==> config.mk <==
export PLATFORM = sky130hd
export DESIGN_NAME = a2w_cordic
export DESIGN_NICKNAME = d
export VERILOG_FILES = /design/src/rtl/a2w_pkg.sv /design/src/rtl/a2w_cordic.sv
export SDC_FILE = /design/constraint.sdc
export NUM_CORES = 1
export LEC_CHECK = 0
export BUFFER_PORTS_ARGS = -buffer_cell sky130_fd_sc_hd__clkbuf_2
export CORE_ASPECT_RATIO = 1.1
export CORE_UTILIZATION = 30
export CTS_CLUSTER_SIZE = 40
export DETAILED_ROUTE_END_ITERATION = 12
export GPL_ROUTABILITY_DRIVEN = 1
export PLACE_DENSITY = 0.51
export SLEW_MARGIN = 40
export SYNTH_ARGS = -nofsm -noshare
export SYNTH_HDL_FRONTEND = slang
export SYNTH_SLANG_ARGS = --single-unit
==> constraint.sdc <==
create_clock -name clk -period 5.5 [get_ports clk]
set_input_delay 0.825 -clock clk [delete_from_list [all_inputs] [get_ports clk]]
set_output_delay 0.825 -clock clk [all_outputs]
set_load 0.01 [all_outputs]
==> src/rtl/a2w_pkg.sv <==
`timescale 1ns / 1ps
// Shared types and constants for the wheel rpm block.
// No dependencies; every other file uses this package.
package a2w_pkg;

  localparam int IN_DATA_W  = 40;
  localparam int OUT_DATA_W = 40;
  localparam int FUNC_W     = 2;
  localparam int CFG_IDX_W  = 2;
  localparam int CFG_DATA_W = 15;

  localparam int DIV_DVD_W = 64;
  localparam int DIV_DVS_W = 32;
  localparam int DIV_CNT_W = 7;
  localparam int CORDIC_W  = 33;

  localparam logic [30:0] PI_HALF_Q30        = 31'd1686629713;
  localparam logic [23:0] THIRTY_OVER_PI_Q20 = 24'd10013163;
  localparam logic signed [61:0] VEL_SAT_Q16 = 62'sh80_0000_0000;

  typedef logic [FUNC_W-1:0] func_t;
  localparam func_t FUNC_DRIVE = 2'd0;
  localparam func_t FUNC_GEAR  = 2'd1;
  localparam func_t FUNC_ESTOP = 2'd2;

  typedef logic [CFG_IDX_W-1:0] cfg_idx_t;
  localparam cfg_idx_t CFG_VEL_LIMIT = 2'd0;
  localparam cfg_idx_t CFG_BASE      = 2'd1;
  localparam cfg_idx_t CFG_TREAD     = 2'd2;
  localparam cfg_idx_t CFG_RADIUS    = 2'd3;

  typedef enum logic [4:0] {
    S_IDLE, S_PREP, S_CORDIC, S_TAN_GO, S_TAN_WAIT, S_TAN_FIX, S_MUL_OFF,
    S_OFF_GO, S_OFF_WAIT, S_OFF_FIX, S_VEL, S_MUL_LO, S_MUL_HI,
    S_RPM_GO, S_RPM_WAIT, S_RPM_FIX, S_EMIT
  } state_t;

  typedef struct packed {
    logic                   start;
    logic [DIV_CNT_W-1:0]   nbits;
    logic [DIV_DVD_W-1:0]   dividend;
    logic [DIV_DVS_W-1:0]   divisor;
  } div_req_t;

  typedef struct packed {
    logic                 done;
    logic [DIV_DVD_W-1:0] quot;
  } div_rsp_t;

  typedef struct packed {
    logic                       start;
    logic signed [CORDIC_W-1:0] z0;
  } cordic_req_t;

  typedef struct packed {
    logic                       done;
    logic signed [CORDIC_W-1:0] x;
    logic signed [CORDIC_W-1:0] y;
  } cordic_rsp_t;

  // atan(2^-i) in Q30, rounded down
  function automatic logic [29:0] atan_q30(input logic [4:0] idx);
    logic [29:0] val;
    case (idx)
      5'd0:  val = 30'd843314856;
      5'd1:  val = 30'd497837829;
      5'd2:  val = 30'd263043836;
      5'd3:  val = 30'd133525158;
      5'd4:  val = 30'd67021686;
      5'd5:  val = 30'd33543515;
      5'd6:  val = 30'd16775850;
      5'd7:  val = 30'd8388437;
      5'd8:  val = 30'd4194282;
      5'd9:  val = 30'd2097149;
      5'd10: val = 30'd1048575;
      5'd11: val = 30'd524287;
      5'd12: val = 30'd262143;
      5'd13: val = 30'd131071;
      5'd14: val = 30'd65535;
      5'd15: val = 30'd32767;
      5'd16: val = 30'd16383;
      5'd17: val = 30'd8191;
      5'd18: val = 30'd4095;
      5'd19: val = 30'd2047;
      5'd20: val = 30'd1023;
      5'd21: val = 30'd511;
      5'd22: val = 30'd255;
      5'd23: val = 30'd127;
      default: val = '0;
    endcase
    return val;
  endfunction

endpackage

==> src/rtl/a2w_cordic.sv <==
`timescale 1ns / 1ps
// Iterative rotation CORDIC: one micro-rotation per cycle, floor shifts.
// Depends on a2w_pkg for the atan table and the request/response structs.
module a2w_cordic #(
  parameter int ITER = 16
) (
  input  logic                 clk,
  input  logic                 rst_n,
  input  a2w_pkg::cordic_req_t req,
  output a2w_pkg::cordic_rsp_t rsp
);
  import a2w_pkg::*;

  localparam int CNT_W = $clog2(ITER);
  localparam logic [CNT_W-1:0] LAST = CNT_W'(ITER - 1);

  logic                       busy_r;
  logic                       done_r;
  logic [CNT_W-1:0]           i_r;
  logic signed [CORDIC_W-1:0] x_r;
  logic signed [CORDIC_W-1:0] y_r;
  logic signed [CORDIC_W-1:0] z_r;

  logic signed [CORDIC_W-1:0] dx;
  logic signed [CORDIC_W-1:0] dy;
  logic signed [CORDIC_W-1:0] ang;

  always_comb begin
    dx  = y_r >>> i_r;
    dy  = x_r >>> i_r;
    ang = $signed({3'b000, atan_q30(5'(i_r))});
  end

  always_ff @(posedge clk) begin
    if (!rst_n) begin
      busy_r <= 1'b0;
      done_r <= 1'b0;
      i_r    <= '0;
    end else begin
      done_r <= 1'b0;
      if (req.start) begin
        busy_r <= 1'b1;
        i_r    <= '0;
      end else if (busy_r) begin
        i_r <= i_r + 1'b1;
        if (i_r == LAST) begin
          busy_r <= 1'b0;
          done_r <= 1'b1;
        end
      end
    end
  end

  always_ff @(posedge clk) begin
    if (req.start) begin
      x_r <= CORDIC_W'(34'sd1 <<< 30);
      y_r <= '0;
      z_r <= req.z0;
    end else if (busy_r) begin
      // non-negative residual angle rotates counterclockwise
      if (!z_r[CORDIC_W-1]) begin
        x_r <= x_r - dx;
        y_r <= y_r + dy;
        z_r <= z_r - ang;
      end else begin
        x_r <= x_r + dx;
        y_r <= y_r - dy;
        z_r <= z_r + ang;
      end
    end
  end

  assign rsp.done = done_r;
  assign rsp.x    = x_r;
  assign rsp.y    = y_r;

endmodule

* Yosys cells after proc, flatten, opt, wreduce, memory -nomap -nowiden *
Memories as Yosys holds them, arrays and structs flattened. A register that Yosys moved wholly into a read port is not among the register bits.
Index checks and enable logic that the tools add are counted.

storage, ports and cells
  memories = 1
  bits in read-only memories = 480
  output and inout bits = 67
  bits in latches = 0
  RAM bits = 0
  register bits after elaboration = 105
  bits of input ports = 36

cells by class
  equal/unequal tests = 1
  mux-type cells = 11
  shift operators = 2
  divide/modulo/power cells = 0
  order comparisons = 0
  add/sub/neg operators = 7
  bitwise gates (word level) = 2
  multiply operators = 0
  reductions and logical operators = 3

memory list
  memory           words  bits a word  read ports  clocked after Yosys merged registers in  write ports  line           text
  (no name shown)  16     30           1           1                                        0            a2w_pkg.sv:64  case (idx)

operator list
  cell                                                           count
  33-bit two-way mux                                             5
  33-bit adder                                                   2
  33-bit by 4-bit >>> shifter with 33-bit output                 2
  33-bit subtractor                                              2
  33-bit by 31-bit adder with 33-bit output                      1
  33-bit by 31-bit subtractor with 33-bit output                 1
  4-bit two-way mux                                              2
  4-bit by 1-bit adder with 4-bit output, second input constant  1
  4-bit equality test, second input constant                     1
  1-bit two-way mux                                              4
  3-bit OR reduction                                             1
  1-bit inverter                                                 2
  2-bit nonzero test                                             1
  2-bit OR reduction                                             1

* Longest topological paths before layout *
  depth after elaboration = 4
  depth in mapped cells = 28
  depth with buffers taken out = 23

* Worst setup path after synthesis *
OpenSTA, ideal clock, no wires.

  path type = flip-flop to flip-flop
  start point = reg i_r[3]
  end point = reg x_r[32]
  data arrival time = 5663 ps
  slack = -286 ps
  stages on the path, launching flop included = 27
  setup time = 123 ps
  path buffers = 6
  data required time = 5377 ps
  cell sequence = dfxtp_1 clkbuf_1 buf_1 clkbuf_1 clkbuf_1 clkbuf_1 buf_1 a21oi_1 a21oi_1 ha_1 inv_1 a211oi_2 and2_1 and4_1 and2_1 nor2_1 xor2_1 ha_1 a21o_1 a31o_2 a21oi_1 nor2b_1 or4_1 a31oi_1 o21ai_0 mux2i_1 mux2_1

on the way
  longest elaborated chain between the ends = 3
  elaborated cells between the ends (all ways) = 4
  those cells by class = add/sub: 2; shift: 1; mux: 1

RTL lines
  what                                                      line                                text
  from (decl)                                               a2w_cordic.sv:19                    logic [CNT_W-1:0] i_r;
  from (signal assigned)                                    a2w_cordic.sv:45                    i_r <= i_r + 1'b1;
  33-bit by 4-bit >>> shifter with 33-bit output *          a2w_cordic.sv:29                    dx = y_r >>> i_r;
  33-bit subtractor / 33-bit adder (equally long branches)  a2w_cordic.sv:62, a2w_cordic.sv:66
  33-bit two-way mux *                                      a2w_cordic.sv:61                    if (!z_r[CORDIC_W-1]) begin
  to (signal assigned)                                      a2w_cordic.sv:56                    x_r <= CORDIC_W'(34'sd1 <<< 30);
  to (signal assigned)                                      a2w_cordic.sv:62                    x_r <= x_r - dx;
  to (signal assigned)                                      a2w_cordic.sv:66                    x_r <= x_r + dx;
  to (decl)                                                 a2w_cordic.sv:20                    logic signed [CORDIC_W-1:0] x_r;

Every way passes the cells marked *; elsewhere a longest branch is shown, timed or not.
A chain may end at the register's enable or synchronous reset.

* Worst setup path in the final report *
  start point = reg i_r[1]
  end point = reg x_r[32]

The elaborated chain is that of the path after synthesis.

==> qor.yml <==
run_status:
  outcome: "complete, no violations"
timing:
  worst_hold_slack_ps: 517
  finalCritPeriodShare_pct: 96.6
  maxSlewViolCount: 0
  rsz0062_at_grt: "true"
  fin_tns_setup_ps: 0
  clock_skew_ps: 11.2
  slew_headroom_pct: 49.0
  max_freq_mhz: 188
  setup_viol: 0
  worstMarginPinSlew_ps: 759
  finalHoldViolations: 0
  period_needed_ps: 5310
global_route:
  grt_pass1_wl_mm: 87.0
  antenna_found_initial: 2
  grt_max_degree: 57
  grt_overflow: 0
  grt_usage_pct: 21.9
  grt_pass1_vias: 15200
drt:
  drt-met1-wl_mm: 24.1
  drcViolationCount: 0
  wl_per_cell_um: 20.1
  wl_met3_mm: 2.03
  routed-wl-met2_mm: 29.1
  vias_per_cell: 5.48
  wl_mm: 57.0
  drt-pass1-iter-count: 5
  drt_iter0_drc: 991
  highest_layer: "met5"
  ant_nets: 0
  vias: 15600
cells_and_area:
  finalNetCount: 2318
  drive_gt1_share_pct: 26.8
  fillers: 5156
  design_area_sq_um: 19300
  regArea_sq_um: 3030
  area_delta_synth_final_pct: 26.3
  insertedDiodeCount: 0
  multi_input_area_sq_um: 11900
clocking:
  numCtsBuffers: 17
  clock_sinks: 134
  clk_pin_slew_ps: 70
  insertion_delay_ps: 510
  cts-hold-fix-buffers: 0
  cts_tree: "yes"
  root_buffer: "clkbuf_16"
  cts_buffer_depth: 2
  htree_levels: 4
worst_setup_path:
  slowest_stage: "or4_4"
  path_delay_family: "simple AND/OR/NAND/NOR gates"
  reg2reg_from: "i_r[1]"
  rrSetupSlack_ps: 190
  cp.depth: 20
  critPathLaunchType: "flop"
  endpoint_kind: "flop"
  crit_path_max_incr_delay_ps: 570
  worstPathRequired_ps: 5890
  reg2reg_to: "x_r[32]"
  arrival_ps: 5710
  critical_path.cell_chain: "buf_12, buf_12, mux4_2, mux2_2, or4_4, a211oi_4, and2_4, nor2_1, xnor2_2, ha_1, buf_4, nand2_1, a211oi_2, o31ai_2, a211oi_2, or4_4, a31oi_4, o21ai_2, mux2i_1, mux2_1"
  critPathMaxFanout: 8
  cp_num_buf_inv: 3
  r2r_cells: 20
  crit_type: "reg2reg"
  critPathCapture: "x_r[32]"
  crit_start: "i_r[1]"
yosys:
  syn-instance-count: 1859
  yosysMostFrequentCell: "nand2_1"
  yosysTopAreaCell: "dfxtp_1"
  yosysSeqAreaShare_pct: 19.7
  yosys-top-cells-area: "dfxtp_1 (13%), ha_1 (8.9%), mux4_2 (7.5%), edfxtp_1 (6.5%), a21oi_1 (5.7%)"
  synth_cell_types: 90
  synth_nets: 2007
  ys_ff_latch: 134
  synth_edf_count: 33
  syn_area_sq_um: 15300
  ys.flop_type: "dfxtp_1"
  synthTopCellsByCount: "nand2_1 (179), nor2_1 (175), a21oi_1 (174)"
  netlist.area_leader.share_pct: 13.2
  ys_async_sr_fraction_pct: 0
  synth_warnings: 0
  synth_area_per_cell_sq_um: 8.23
floorplan:
  die_h_um: 239
  dieArea_sq_um: 51900
  core.rowCount: 86
  coreArea_sq_um: 50300
  io_pins: 103
  initial_utilization_pct: 30.5
  die_w_um: 217
placement:
  portBuffers: 102
  gp_congestion: 0.905
  dp_hpwl_mm: 44.8
  place_area_sq_um: 18300
pwr:
  power_density_nw_per_um2: 701
  leakage_nw: 8.59
  irDropWorstVdd_v: 0.000299
min_path:
  min-delay-start: "y_r[0]"
  holdPathStages: 2
  min_path_type: "reg2reg"
run:
  cap_violations: 0
-- registers in the layout (all words and copies together) (netlist names) --
signal,flops
busy_r,1
z_r,33
y_r,33
done_r,1
i_r,4
x_r,33
ang,29
-- cells in the final DEF, fill, tap and decap left out, drive strengths merged, types with 82 or more instances in the layout --
cell,Yosys,routed
xnor2,96,96
a21oi,174,174
clkbuf,48,119
nor2,175,175
ha,109,109
o21ai,93,93
nand2,179,179
buf,52,289
mux2i,82,82
dfxtp,101,101
-- per-layer routing --
metal	vias to the layer above	track usage, %
li1	7548	-
met1	7538	25.6
met2	376	39.7
met3	109	3.64
met4	2	8.58
met5	-	0
-- timing repair --
action,in CTS,in global routing
buffers inserted,1,9
gates cloned,1,1
pin swaps,5,19
endpoints found under the setup margin,11,18
resized for setup,14,61
endpoints found under the hold margin,0,0
-- logic make-up (layout without fill, tap and decap cells) --
family	after synthesis	count (layout)	share of synthesized area (%)
muxes	176	176	16.4
and+or+nand+nor	554	554	16.7
adders and majority gates	112	112	9.30
buffers and inverters	153	477	4.32
AOI/OAI and AO/OA	562	562	23.9
DFF	134	134	19.7
xor gates and xnor gates	168	168	9.61
-- layout make-up --
| class | count | share of cell area, % |
|---|---|---|
| clock buffer | 17 | 2.20 |
| clock inverter | 15 | 0.680 |
| inverter | 53 | 1.03 |
| multi-input combinational | 1572 | 61.7 |
| sequential | 134 | 15.7 |
| tap | 660 | 4.27 |
| timing repair buffer | 392 | 14.5 |
-- worst min-delay path: cells and delay by family (launching register included) --
kind            cells  cell delay (ps)
compound gates      1               50
flops               1              330
simple gates        1               90
-- worst min-delay path by stage --
stage / to
detailed placement: y_r[0]
finish: y_r[0]
floorplan: done_r
global route: y_r[0]
global placement: y_r[0]
CTS: busy_r
-- power breakdown --
group          total, mW  internal [mW]  switching [mW]
combinational       10.6           5.05            5.60
sequential          1.75           1.38           0.375
clock               1.16          0.593           0.567
-- metrics by stage --
stage | power [mW] | setup slack (ps) | util, % | instances
floorplan | 8.36 | 3.57 | - | 1859
finish | 13.6 | 186 | 38.5 | 2843
global route | 14.7 | -16.2 | 38.5 | 2843
global placement | 12.0 | -363 | 36.4 | 2799
detailed placement | 12.0 | -374 | 36.4 | 2799
CTS | 13.3 | -38.5 | 37.8 | 2833
Note: power is estimated with default switching activity, not from simulation.
