--- src/rtl/a2w_pkg.sv ---
`timescale 1ns / 1ps
// Shared types and constants for the wheel rpm block.
// No dependencies; every other file uses this package.
package a2w_pkg;

  localparam int IN_DATA_W  = 40;
  localparam int OUT_DATA_W = 40;
  localparam int FUNC_W     = 2;
  localparam int CFG_IDX_W  = 2;
  localparam int CFG_DATA_W = 15;

  localparam int DIV_DVD_W = 64;
  localparam int DIV_DVS_W = 32;
  localparam int DIV_CNT_W = 7;
  localparam int CORDIC_W  = 33;

  localparam logic [30:0] PI_HALF_Q30        = 31'd1686629713;
  localparam logic [23:0] THIRTY_OVER_PI_Q20 = 24'd10013163;
  localparam logic signed [61:0] VEL_SAT_Q16 = 62'sh80_0000_0000;

  typedef logic [FUNC_W-1:0] func_t;
  localparam func_t FUNC_DRIVE = 2'd0;
  localparam func_t FUNC_GEAR  = 2'd1;
  localparam func_t FUNC_ESTOP = 2'd2;

  typedef logic [CFG_IDX_W-1:0] cfg_idx_t;
  localparam cfg_idx_t CFG_VEL_LIMIT = 2'd0;
  localparam cfg_idx_t CFG_BASE      = 2'd1;
  localparam cfg_idx_t CFG_TREAD     = 2'd2;
  localparam cfg_idx_t CFG_RADIUS    = 2'd3;

  typedef enum logic [4:0] {
    S_IDLE, S_PREP, S_CORDIC, S_TAN_GO, S_TAN_WAIT, S_TAN_FIX, S_MUL_OFF,
    S_OFF_GO, S_OFF_WAIT, S_OFF_FIX, S_VEL, S_MUL_LO, S_MUL_HI,
    S_RPM_GO, S_RPM_WAIT, S_RPM_FIX, S_EMIT
  } state_t;

  typedef struct packed {
    logic                   start;
    logic [DIV_CNT_W-1:0]   nbits;
    logic [DIV_DVD_W-1:0]   dividend;
    logic [DIV_DVS_W-1:0]   divisor;
  } div_req_t;

  typedef struct packed {
    logic                 done;
    logic [DIV_DVD_W-1:0] quot;
  } div_rsp_t;

  typedef struct packed {
    logic                       start;
    logic signed [CORDIC_W-1:0] z0;
  } cordic_req_t;

  typedef struct packed {
    logic                       done;
    logic signed [CORDIC_W-1:0] x;
    logic signed [CORDIC_W-1:0] y;
  } cordic_rsp_t;

  // atan(2^-i) in Q30, rounded down
  function automatic logic [29:0] atan_q30(input logic [4:0] idx);
    logic [29:0] val;
    case (idx)
      5'd0:  val = 30'd843314856;
      5'd1:  val = 30'd497837829;
      5'd2:  val = 30'd263043836;
      5'd3:  val = 30'd133525158;
      5'd4:  val = 30'd67021686;
      5'd5:  val = 30'd33543515;
      5'd6:  val = 30'd16775850;
      5'd7:  val = 30'd8388437;
      5'd8:  val = 30'd4194282;
      5'd9:  val = 30'd2097149;
      5'd10: val = 30'd1048575;
      5'd11: val = 30'd524287;
      5'd12: val = 30'd262143;
      5'd13: val = 30'd131071;
      5'd14: val = 30'd65535;
      5'd15: val = 30'd32767;
      5'd16: val = 30'd16383;
      5'd17: val = 30'd8191;
      5'd18: val = 30'd4095;
      5'd19: val = 30'd2047;
      5'd20: val = 30'd1023;
      5'd21: val = 30'd511;
      5'd22: val = 30'd255;
      5'd23: val = 30'd127;
      default: val = '0;
    endcase
    return val;
  endfunction

endpackage

--- src/rtl/a2w_divider.sv ---
`timescale 1ns / 1ps
// Shared restoring divider: unsigned, one quotient bit per cycle.
// Depends on a2w_pkg for the request and response structs.
module a2w_divider (
  input  logic              clk,
  input  logic              rst_n,
  input  a2w_pkg::div_req_t req,
  output a2w_pkg::div_rsp_t rsp
);
  import a2w_pkg::*;

  logic                  busy_r;
  logic                  done_r;
  logic [DIV_CNT_W-1:0]  cnt_r;
  logic [DIV_DVD_W-1:0]  dvd_r;
  logic [DIV_DVS_W-1:0]  dvs_r;
  logic [DIV_DVS_W-1:0]  rem_r;
  logic [DIV_DVD_W-1:0]  quot_r;

  logic [5:0]            bit_idx;
  logic [DIV_DVS_W:0]    trial;
  logic                  q_bit;
  logic [DIV_DVS_W-1:0]  rem_nxt;

  always_comb begin
    bit_idx = 6'(cnt_r - 7'd1);
    trial   = {rem_r, dvd_r[bit_idx]};
    q_bit   = trial >= {1'b0, dvs_r};
    rem_nxt = q_bit ? DIV_DVS_W'(trial - {1'b0, dvs_r}) : trial[DIV_DVS_W-1:0];
  end

  always_ff @(posedge clk) begin
    if (!rst_n) begin
      busy_r <= 1'b0;
      done_r <= 1'b0;
      cnt_r  <= '0;
    end else begin
      done_r <= 1'b0;
      if (req.start) begin
        busy_r <= 1'b1;
        cnt_r  <= req.nbits;
      end else if (busy_r) begin
        cnt_r <= cnt_r - 7'd1;
        if (cnt_r == 7'd1) begin
          busy_r <= 1'b0;
          done_r <= 1'b1;
        end
      end
    end
  end

  always_ff @(posedge clk) begin
    if (req.start) begin
      dvd_r  <= req.dividend;
      dvs_r  <= req.divisor;
      rem_r  <= '0;
      quot_r <= '0;
    end else if (busy_r) begin
      rem_r  <= rem_nxt;
      quot_r <= {quot_r[DIV_DVD_W-2:0], q_bit};
    end
  end

  assign rsp.done = done_r;
  assign rsp.quot = quot_r;

endmodule

--- config.mk ---
export PLATFORM = sky130hd
export DESIGN_NAME = a2w_divider
export DESIGN_NICKNAME = d
export VERILOG_FILES = /design/src/rtl/a2w_pkg.sv /design/src/rtl/a2w_divider.sv
export SDC_FILE = /design/constraint.sdc
export NUM_CORES = 1
export LEC_CHECK = 0
export BUFFER_PORTS_ARGS = -buffer_cell sky130_fd_sc_hd__buf_4
export CORE_UTILIZATION = 28
export DETAILED_ROUTE_END_ITERATION = 10
export SYNTH_ARGS = -nofsm -noshare
export SYNTH_HDL_FRONTEND = slang
export SYNTH_SLANG_ARGS = --single-unit
export TNS_END_PERCENT = 20
--- constraint.sdc ---
create_clock -name clk -period 7 [get_ports clk]
set_input_delay 0.7 -clock clk [delete_from_list [all_inputs] [get_ports clk]]
set_output_delay 0.7 -clock clk [all_outputs]
set_load 0.01 [all_outputs]
; Yosys cells after proc, flatten, opt, wreduce, memory -nomap -nowiden
; Index checks and enable logic that the tools add are counted.
[totals]
regBits = 201
input_bits = 106
out_inout_bits = 65
word_cells = 25
[classes]
addsub = 2
order_cmp = 2
n_eq_ne = 1
mux = 9
n_bitwise = 2
reduce_logical = 2
[op_table]
columns = op, n
row1 = $ge 33x32->1, 1
row2 = $mux 32, 1
row3 = $sub 32x32->32, 1
row4 = $mux 7, 2
row5 = $eq 7x1->1 const B, 1
row6 = $lt 6x7->1 const B, 1
row7 = $sub 7x1->7 const B, 1
row8 = $bmux 1 s6, 1
row9 = $mux 1, 5
row10 = $reduce_or 3->1, 1
row11 = $not 1->1, 2
row12 = $reduce_bool 2->1, 1

; Logic depth before layout (Yosys ltp)
; Gate-level depths: netlist of the first run.
[depth]
word_depth = 5
mapped_depth = 21
depth_no_buf = 18

; Worst setup path before layout of the first run
; Ideal clock, no wire load.
[synth_path]
kind = register to register
from = reg cnt_r[0]
to = reg rem_r[0]
setup_time_ps = 86
arrival_time_ps = 4957
required_ps = 6914
slack_ps = 1957
path_stages_with_launch = 20
n_path_buf = 3
period_less_slack_ps = 5043
cell_sequence = dfxtp_1 buf_2 inv_1 ha_1 clkbuf_1 buf_1 mux4_2 mux4_2 mux2_2 a21oi_1 ha_1 nor2b_1 o21ba_2 or4b_4 and4_4 o21bai_4 a211oi_4 nor2_8 mux2_2 a211oi_1
[synth_via]
elab_chain_cells = 5
elab_cells_between_ends = 6
classes_between = add/sub: 2 / order compare: 1 / mux: 3
[synth_lines]
columns = item, line_no
row1 = start: declaration, a2w_divider.sv:14  ; logic [DIV_CNT_W-1:0] cnt_r;
row2 = start signal: assignment, a2w_divider.sv:41  ; cnt_r <= req.nbits;
row3 = start signal: assignment, a2w_divider.sv:43  ; cnt_r <= cnt_r - 7'd1;
row4 = $sub 7x1->7 (*), -
row5 = $bmux 1 s6 (*), a2w_divider.sv:27  ; trial = {rem_r, dvd_r[bit_idx]};
row6 = $mux 1 (implied by the code) (*), a2w_divider.sv:27
row7 = $sub 32x32->32 / $ge 33x32->1 (equally long branches), "a2w_divider.sv:29, a2w_divider.sv:28"
row8 = $mux 32 (*), a2w_divider.sv:29  ; rem_nxt = q_bit ? DIV_DVS_W'(trial - {1'b0, dvs_r}) : trial[DIV_DVS_W-1:0];
row9 = end signal: assignment, a2w_divider.sv:59  ; rem_r <= rem_nxt;
row10 = end: declaration, a2w_divider.sv:17  ; logic [DIV_DVS_W-1:0] rem_r;
; Every way passes the cells marked *; elsewhere a longest branch is shown, timed or not. The select of a mux whose other input is x is not followed.
; A chain may end at the register's enable or synchronous reset.

; Worst setup path in the final report of the first run
[layout_path]
from = reg cnt_r[1]
to = reg rem_r[0]
; Same word-level chain as after synthesis.

==> impl_metrics.json, run 1 <==
{
  "clock-sinks": 201,
  "routedWlPerCell_um": 14.88,
  "critPathArrivalTime_ns": 5.75,
  "cp-end-kind": "flip-flop",
  "fin_nets": 1142,
  "required_ns": 7.44,
  "synth_nets": 982,
  "viasPerCell": 4.595,
  "grt_overflow_total": 0,
  "place_ws_ns": 1.634,
  "netlist.area_leader.share_pct": 30.51,
  "max_freq_ghz": 0.1884,
  "whs_ns": 0.3406,
  "hp-class": "in2reg",
  "drive_gt1_share_pct": 26.40,
  "critPathKind": "reg2reg",
  "grt_pass1_wl_mm": 34.85,
  "drt_pass1_iterations": 5,
  "clock_skew_ns": 0.007958,
  "cts-root-buf": "clkbuf_16",
  "synthCells": 841,
  "syn_area_per_cell_um2": 11.24,
  "cts_max_path_buffers": 3,
  "p_clk_share_pct": 41.9,
  "antenna_found_initial": 1,
  "wl_mm": 21.74,
  "grt_start_max_net_pins": 84,
  "start_kind": "flip-flop",
  "cts_resized": 0,
  "async_flop_share_pct": 0,
  "finalCritPeriodShare_pct": 75.84,
  "grt_usage_pct": 12.61,
  "drv_slew": 0,
  "critPathMaxFanout": 28,
  "p_switching_w": 0.0008328,
  "n_fill_cell": 3316,
  "synthTopCellsByArea": "edfxtp_1 (31%), dfxtp_1 (22%), mux2i_1 (6.9%), mux4_2 (4.8%), nor2_1 (4.7%)",
  "synth_edf_count": 96,
  "dieArea_um2": 34480,
  "cts_tree": "yes",
  "seq_area_frac_synth_pct": 52.75,
  "num_vias": 6714,
  "irDropWorstVdd_mv": 0.1800,
  "cts_inserted_buffers": 24,
  "period_minus_slack_ns": 5.309,
  "synth_warnings": 0,
  "area_delta_synth_final_pct": 27.07,
  "ios": 171,
  "power_w": 0.003208,
  "powerDensity_nw_per_um2": 267.2,
  "initial_core_util_pct": 28.75,
  "core_area_um2": 32870,
  "die_y_um": 185.7,
  "synthDistinctLibCells": 62,
  "share_comb_of_total_power_pct": 16.1,
  "hold_violations": 0,
  "insertion_delay_ns": 0.53,
  "max_cap_viol_count": 0,
  "post_cts_buffers": 0,
  "port_buffers": 170,
  "status": "finished, final reports clean",
  "drc": 0,
  "yosysMostFrequentCell": "nor2_1",
  "finalSetupViolCount": 0,
  "gp_congestion": 0.8155,
  "ant_nets": 0,
  "rsz0062_at_grt": "no",
  "fin_ws_ns": 1.691,
  "first_global_vias": 6536,
  "path_clk_slew_ns": 0.06,
  "p_leak_nw": 4.837,
  "worst_slew_pin_slew_ns": 1.030,
  "antenna_cells": 0,
  "power.share.sequential_pct": 42.0,
  "drt_iter0_drc": 393,
  "cts_hold_buf": 0,
  "ys_seq_elements": 201,
  "num_rows": 66,
  "post-route-util_pct": 36.53,
  "max_slew_margin_pct": 31.32,
  "swShare_pct": 25.96,
  "cts_htree_levels": 1,
  "synth_top_area_cell": "edfxtp_1",
  "netlist_area_um2": 9449,
  "fin_tns_setup_ns": 0,
  "fp.dieW_um": 185.7,
  "p_int_w": 0.002375,
  "dp_hpwl_mm": 15.22,
  "synth_common_cells": "nor2_1 (118), dfxtp_1 (105), edfxtp_1 (96)",
  "synthFlopType": "dfxtp_1"
}
==> registers in the layout (all words and copies together), names as in the netlist <==
signal	flops
rem_r	32
dvd_r	64
cnt_r	7
quot_r	64
busy_r	1
done_r	1
dvs_r	32
==> cells in the final DEF (no fill, tap or decap), types with 5 or more instances in the layout <==
| cell type | n |
|---|---|
| a211oi_1 | 11 |
| a21o_1 | 9 |
| a21oi_1 | 44 |
| a311oi_1 | 7 |
| a311oi_2 | 17 |
| and2_1 | 5 |
| and3_1 | 7 |
| buf_4 | 173 |
| bufinv_16 | 5 |
| clkbuf_16 | 24 |
| clkinv_2 | 7 |
| dfxtp_1 | 104 |
| edfxtp_1 | 96 |
| ha_1 | 34 |
| inv_1 | 44 |
| mux2i_1 | 65 |
| mux4_2 | 20 |
| nand2_1 | 69 |
| nand3_1 | 10 |
| nor2_1 | 118 |
| nor2b_1 | 7 |
| nor3_1 | 12 |
| o21a_1 | 7 |
| o21ai_0 | 16 |
| or3_1 | 7 |
| xnor2_1 | 25 |
| xor2_1 | 9 |
==> cells by family (layout without fill, tap and decap cells) <==
logic type,after synthesis,in the layout,share of synthesized area (%)
muxes,87,87,11.89
AOI/OAI and AO/OA,147,147,12.01
xor gates and xnor gates,34,34,3.152
adders and majority gates,35,35,4.714
and+or+nand+nor,252,252,11.82
DFF,201,201,52.75
buffers and inverters,85,263,3.655
==> critical path, stage by stage (launching register included) <==
cell      delay [ns]
dfxtp_1         0.42
inv_1           0.09
ha_1            0.75
mux4_2          0.42
mux4_2          0.48
mux2_2          0.27
a21oi_1         0.26
ha_1            0.24
nor2b_1         0.07
o21ba_2         0.20
or4b_4          0.50
and4_4          0.20
o21bai_4        0.20
a211oi_4        0.13
nor2_8          0.40
mux2_2          0.39
a211oi_1        0.21
==> layer usage <==
| layer | vias to the layer above | share of wire [%] | GRT usage, % |
|---|---|---|---|
| met3 | 31 | 7.2 | 3.522 |
| met2 | 185 | 45 | 19.85 |
| met1 | 3138 | 45 | 16.88 |
| li1 | 3358 | - | - |
| met5 | - | 0.060 | 0 |
| met4 | 2 | 2.2 | 3.344 |
==> metrics by stage <==
step / area [um2] / cells
finish: 12010 / 1461
global route: 12010 / 1461
CTS: 12010 / 1461
detailed placement: 11140 / 1417
global placement: 11140 / 1417
floorplan: 9449 / 841
==> power by group through the flow <==
stage	Combinational, W	Clock, W	Sequential (W)
after floorplan	0.000395	0	0.00135
after global placement	0.000520	0	0.00137
after detailed placement	0.000520	0	0.00137
after CTS	0.000523	0.00139	0.00135
after global routing	0.000579	0.00143	0.00136
final	0.000518	0.00134	0.00135
==> layout make-up <==
cell class	instances	area (um2)	area share, %
sequential	201	4989	41.55
multi-input combinational	555	4119	34.31
timing repair buffer	174	1313	10.93
clock buffer	26	618.1	5.148
tap	442	553.0	4.606
clock inverter	18	246.5	2.053
inverter	45	168.9	1.407
==> worst paths after layout <==
path,from,endpoint,slack [ns],cells past startpoint
hold reg to reg,rem_r[14],rem_r[14],0.49,2
setup / recovery,cnt_r[1],rem_r[0],1.69,16
hold / removal,req[53],dvd_r[21],0.34,1
setup reg to reg,cnt_r[1],rem_r[0],1.69,16
Note: power is estimated with default switching activity, not from simulation.
==> inputs of run 2 (changes only) <==
--- a/config.mk
+++ b/config.mk
@@ -5,6 +5,7 @@
 export SDC_FILE = /design/constraint.sdc
 export NUM_CORES = 1
 export LEC_CHECK = 0
+export ABC_AREA = 1
 export BUFFER_PORTS_ARGS = -buffer_cell sky130_fd_sc_hd__buf_4
 export CORE_UTILIZATION = 28
 export DETAILED_ROUTE_END_ITERATION = 10
==> constraint.sdc (replaced) <==
create_clock -name clk -period 5.1 [get_ports clk]
set_input_delay 0.51 -clock clk [delete_from_list [all_inputs] [get_ports clk]]
set_output_delay 0.51 -clock clk [all_outputs]
set_load 0.01 [all_outputs]
==> run 2 against run 1 <==
Net effect: fmax is 32% higher; via count is 28% higher; sequential power rose by 33%; clock skew increased by 0.0089 ns; final cell count increased by 33%; clock power rose by 22%; flip-flop and latch count did not move; area after synthesis rose by 9.8%; critical path depth grew 7; largest power group unchanged; highest routed layer is now met4.
==> impl_metrics.json, run 2 <==
{
  "num_rows": 70,
  "post_cts_buffers": 0,
  "synthTopCellsByArea": "edfxtp_1 (28%), dfxtp_1 (20%), nand2_1 (13%), inv_1 (8.6%), nand3_1 (4.4%)",
  "startpoint": "cnt_r[0]",
  "grt_overflow_total": 0,
  "dp_hpwl_mm": 20.24,
  "cts_max_path_buffers": 3,
  "hp-class": "in2reg",
  "grt_start_max_net_pins": 83,
  "drive_gt1_share_pct": 20.49,
  "cts_resized": 0,
  "netlist_area_um2": 10380,
  "r2r_start": "cnt_r[0]",
  "synth_warnings": 0,
  "r2r_cells": 23,
  "final_cell_mix": "nand2_1 (373), inv_1 (237), buf_4 (176)",
  "clock-sinks": 201,
  "synth_nets": 1438,
  "fin_nets": 1599,
  "fin_tns_setup_ns": 0,
  "path_clk_slew_ns": 0.06,
  "drv_slew": 0,
  "rsz0062_at_grt": "no",
  "p_leak_nw": 6.025,
  "status": "finished, final reports clean",
  "worst_slew_pin_slew_ns": 1.176,
  "max_freq_ghz": 0.2489,
  "period_minus_slack_ns": 4.017,
  "critPathMaxFanout": 18,
  "hold_depth": 1,
  "wl_mm": 27.11,
  "first_global_vias": 8537,
  "synth_common_cells": "nand2_1 (373), inv_1 (239), dfxtp_1 (105)",
  "num_vias": 8588,
  "fin_ws_ns": 1.083,
  "irDropWorstVdd_mv": 0.2353,
  "max_slew_margin_pct": 21.58,
  "fin_cells": 1943,
  "netlist.area_leader.share_pct": 27.78,
  "cts_tree": "yes",
  "seq_area_frac_synth_pct": 48.04,
  "core_area_um2": 36520,
  "dieArea_um2": 37830,
  "antenna_found_initial": 1,
  "synthFlopType": "dfxtp_1",
  "critPathKind": "reg2reg",
  "max_cap_viol_count": 0,
  "synthDistinctLibCells": 41,
  "insertion_delay_ns": 0.52,
  "required_ns": 5.51,
  "hold_violations": 0,
  "gp_congestion": 0.9239,
  "cts_inserted_buffers": 23,
  "async_flop_share_pct": 0,
  "synthCells": 1297,
  "die_y_um": 194.5,
  "dp_cells": 1901,
  "synth_top_area_cell": "edfxtp_1",
  "initial_core_util_pct": 28.41,
  "cts_hold_buf": 0,
  "largestRegisters": "dvd_r: 64 flops, quot_r: 64 flops",
  "drt_iter0_drc": 476,
  "port_buffers": 170,
  "place_ws_ns": 1.099,
  "critPathArrivalTime_ns": 4.43,
  "powerDensity_nw_per_um2": 304.2,
  "ys_seq_elements": 201,
  "synth_edf_count": 96,
  "finalSetupViolCount": 0,
  "cp-end-kind": "flip-flop",
  "finalCritPeriodShare_pct": 78.77,
  "start_kind": "flip-flop",
  "drt_pass1_iterations": 5,
  "grt_pass1_wl_mm": 44.20,
  "area_delta_synth_final_pct": 23.24,
  "cts-root-buf": "clkbuf_16",
  "viasPerCell": 4.420,
  "hp-start": "req[71]",
  "whs_ns": 0.1608,
  "fp.dieW_um": 194.5,
  "syn_area_per_cell_um2": 8.000,
  "drc": 0,
  "routedWlPerCell_um": 13.95,
  "ant_nets": 0,
  "final_common_cell": "nand2_1",
  "grt_usage_pct": 14.41,
  "ios": 171,
  "cts_htree_levels": 1,
  "clock_skew_ns": 0.01690,
  "yosysMostFrequentCell": "nand2_1"
}
-- run 2: changes by cell type in the layout (fill, tap and decap cells not counted), sizes merged, moves of 9 or more --
cell,delta
a21oi,-17
xnor2,-11
o22ai,+64
o21ai,+9
nor2,-26
inv,+203
nor3,-9
a311oi,-24
mux4,-20
nand2,+335
nand3,+99
mux2i,-65
a211oi,-13
-- run 2: layout make-up --
cell class              instances  area (um2)
diodes                          1       2.502
clock buffers                  26       586.8
clock inverters                15       156.4
fillers                      3775       23740
inverters                     248       932.1
multi-input cells             808        4218
flip-flops and latches        201        4985
well taps                     468       585.6
repair buffers                176        1321
-- run 2: routing by layer --
metal,vias up,GRT usage (%),share of wire [%]
met4,0,3.704,2.2
met3,43,3.210,6.1
met5,-,0,0
met2,201,24.52,47
li1,4430,-,-
met1,3914,18.36,45
-- run 2: critical path: stages, from the launching register on --
cell and delay [ns]:
dfxtp_1 0.35, inv_2 0.05, ha_1 0.64, inv_1 0.38, nor2_1 0.17, o21ai_0 0.09, nand3_1 0.09, nand3_1 0.10
nand3_1 0.09, nand3_1 0.08, nand2_1 0.09, inv_1 0.04, ha_1 0.22, fa_1 0.42, inv_1 0.10, nand3_1 0.08
nand3_1 0.16, nand3_1 0.09, nand3b_1 0.18, nand2_1 0.11, nand3_1 0.11, nand3_2 0.10, nand3_1 0.10, nand2_1 0.05
-- run 2: metrics by stage --
step	util, %	power, W	area (um2)
final	35.01	0.003889	12790
after global routing	35.01	0.004074	12780
after CTS	35.01	0.003950	12780
after detailed placement	32.97	0.002284	12040
after global placement	32.97	0.002284	12040
after floorplan	-	0.002112	10380
-- run 2: worst paths after layout --
path	endpoint	slack [ns]
worst max register to register	rem_r[28]	1.08
worst max-delay path	rem_r[28]	1.08
worst min-delay path	dvd_r[39]	0.16
worst min register to register	quot_r[63]	0.46
-- run 2: logic make-up after synthesis --
kind of cell    after synthesis  share of synthesized area, %
compound gates              134                         8.019
xor+xnor                     20                         1.688
fa+ha+maj                    35                         4.293
buf+inv                     288                         11.36
flops                       201                         48.04
simple gates                619                         26.60
-- run 2: power breakdown --
part / switching [W] / leakage [nW] / internal [W]
clock: 0.000664 / 0.360 / 0.000977
sequential: 0.0000244 / 1.79 / 0.00177
combinational: 0.000288 / 3.88 / 0.000169
==> inputs of run 3 (changes only) <==
==> constraint.sdc (replaced) <==
create_clock -name clk -period 4.2 [get_ports clk]
set_input_delay 0.42 -clock clk [delete_from_list [all_inputs] [get_ports clk]]
set_output_delay 0.42 -clock clk [all_outputs]
set_load 0.01 [all_outputs]
==> run 3 against run 2 <==
Net effect: cell area is 0.14% higher; critical path depth fell by 2; sequential share of layout area is 0.053 points lower; setup slack worse by 0.49 ns; wire length up 2.8%; clock skew up 0.0045 ns; fmax is 11% higher; die area stayed put; clock power up 22%; power increased by 22%; critical endpoint unchanged.
==> impl_metrics.json, run 3 (same netlist as run 2, synthesis figures left out) <==
{
  "critPathArrivalTime_ns": 4.02,
  "grt_overflow_total": 0,
  "fin_tns_setup_ns": 0,
  "dp_hpwl_mm": 20.59,
  "place_ws_ns": 0.6340,
  "final_common_cell": "nand2_1",
  "antenna_found_initial": 0,
  "num_rows": 70,
  "drt_pass1_iterations": 5,
  "num_vias": 8595,
  "path_clk_slew_ns": 0.06,
  "rsz0062_at_grt": "no",
  "met1_length_mm": 12.73,
  "routedWlPerCell_um": 14.32,
  "fin_nets": 1602,
  "final_cell_mix": "nand2_1 (373), inv_1 (237), buf_4 (179)",
  "start_kind": "flip-flop",
  "gp_congestion": 0.8910,
  "cts_resized": 0,
  "max_freq_ghz": 0.2773,
  "cts_inserted_buffers": 23,
  "ant_nets": 0,
  "viasPerCell": 4.417,
  "clock-sinks": 201,
  "max_cap_viol_count": 0,
  "finalSetupViolCount": 0,
  "multi_input_area_um2": 4218,
  "critPathMaxFanout": 35,
  "die_y_um": 194.5,
  "core_area_um2": 36520,
  "ios": 171,
  "dp_cells": 1904,
  "drc": 0,
  "port_buffers": 170,
  "p_leak_nw": 6.044,
  "wl_met2_mm": 12.73,
  "fin_cells": 1946,
  "drt_iter0_drc": 465,
  "grt_pass1_wl_mm": 45.08,
  "wl_mm": 27.87,
  "powerDensity_nw_per_um2": 369.3,
  "routed.top_layer": "met4",
  "grt_start_max_net_pins": 66,
  "seq_area_um2": 4985,
  "irDropWorstVdd_mv": 0.3271,
  "cts_max_path_buffers": 3,
  "finalCritPeriodShare_pct": 85.86,
  "first_global_vias": 8494,
  "cts_tree": "yes",
  "worst_slew_pin_slew_ns": 1.124,
  "cts_hold_buf": 0,
  "post_cts_buffers": 0,
  "fp.dieW_um": 194.5,
  "dieArea_um2": 37830,
  "insertion_delay_ns": 0.52,
  "largestRegisters": "dvd_r: 64 flops, quot_r: 64 flops",
  "clock_skew_ns": 0.02140,
  "cts-root-buf": "clkbuf_16",
  "max_slew_margin_pct": 25.08,
  "drv_slew": 0,
  "area_delta_synth_final_pct": 23.41,
  "status": "finished, final reports clean",
  "grt_usage_pct": 14.77,
  "required_ns": 4.61,
  "initial_core_util_pct": 28.41,
  "hp-class": "in2reg",
  "hold_violations": 0,
  "critPathKind": "reg2reg",
  "drive_gt1_share_pct": 20.65,
  "cp-end-kind": "flip-flop",
  "n_fill_cell": 3748,
  "period_minus_slack_ns": 3.606,
  "design_area_um2": 12800,
  "placed_area_um2": 12060,
  "cts_htree_levels": 1,
  "wl_met3_mm": 1.750,
  "fin_ws_ns": 0.5940
}
## run 3: routing by layer
metal,GRT usage (%),vias up
met1,18.98,3911
met4,3.880,0
met5,0,-
met3,3.470,48
met2,24.74,200
li1,-,4436
## run 3: final timing paths
| kind | start | end | slack [ns] | cells after the start |
|---|---|---|---|---|
| hold reg to reg | quot_r[63] | quot_r[63] | 0.46 | 2 |
| setup reg to reg | cnt_r[0] | rem_r[28] | 0.59 | 21 |
| hold / removal | req[56] | dvd_r[24] | 0.08 | 1 |
| setup / recovery | cnt_r[0] | rem_r[28] | 0.59 | 21 |
## run 3: layout make-up
cell class	count	area share, %
Inverter	248	7.280
Tap cell	468	4.573
Multi-Input combinational cell	808	32.94
Clock buffer	30	4.778
Clock inverter	11	0.9869
Antenna cell	1	0.01954
Sequential cell	201	38.93
Timing Repair Buffer	179	10.49
## run 3: worst max-delay path, cell delays in order, from the launching register on
cell and delay (ns):
dfxtp_1 0.32, inv_2 0.06, buf_4 0.33, nand2_1 0.16
xor2_1 0.42, nand3_1 0.13, nand3_1 0.12, nand3_1 0.11
nand2_1 0.10, inv_1 0.04, ha_1 0.21, fa_1 0.41
inv_1 0.09, nand3_1 0.08, nand3_1 0.16, nand3_1 0.09
nand3b_1 0.21, nand2_1 0.11, nand3_1 0.11, nand3_2 0.08
nand3_1 0.10, nand2_1 0.05
## run 3: through the flow
step                      utilization (%)  power (W)  hold WS (ns)
after CTS                           35.05   0.004808       0.05086
after floorplan                         -   0.002565        0.4482
after detailed placement            33.03   0.002778        0.4510
final                               35.06   0.004729       0.07536
after global placement              33.03   0.002776        0.4470
after global routing                35.05   0.004962       0.05171
## run 3: power by group
part / internal [W] / switching [W]
sequential: 0.00214 / 0.0000290
clock: 0.00120 / 0.000791
combinational: 0.000207 / 0.000353
total: 0.00356 / 0.00117
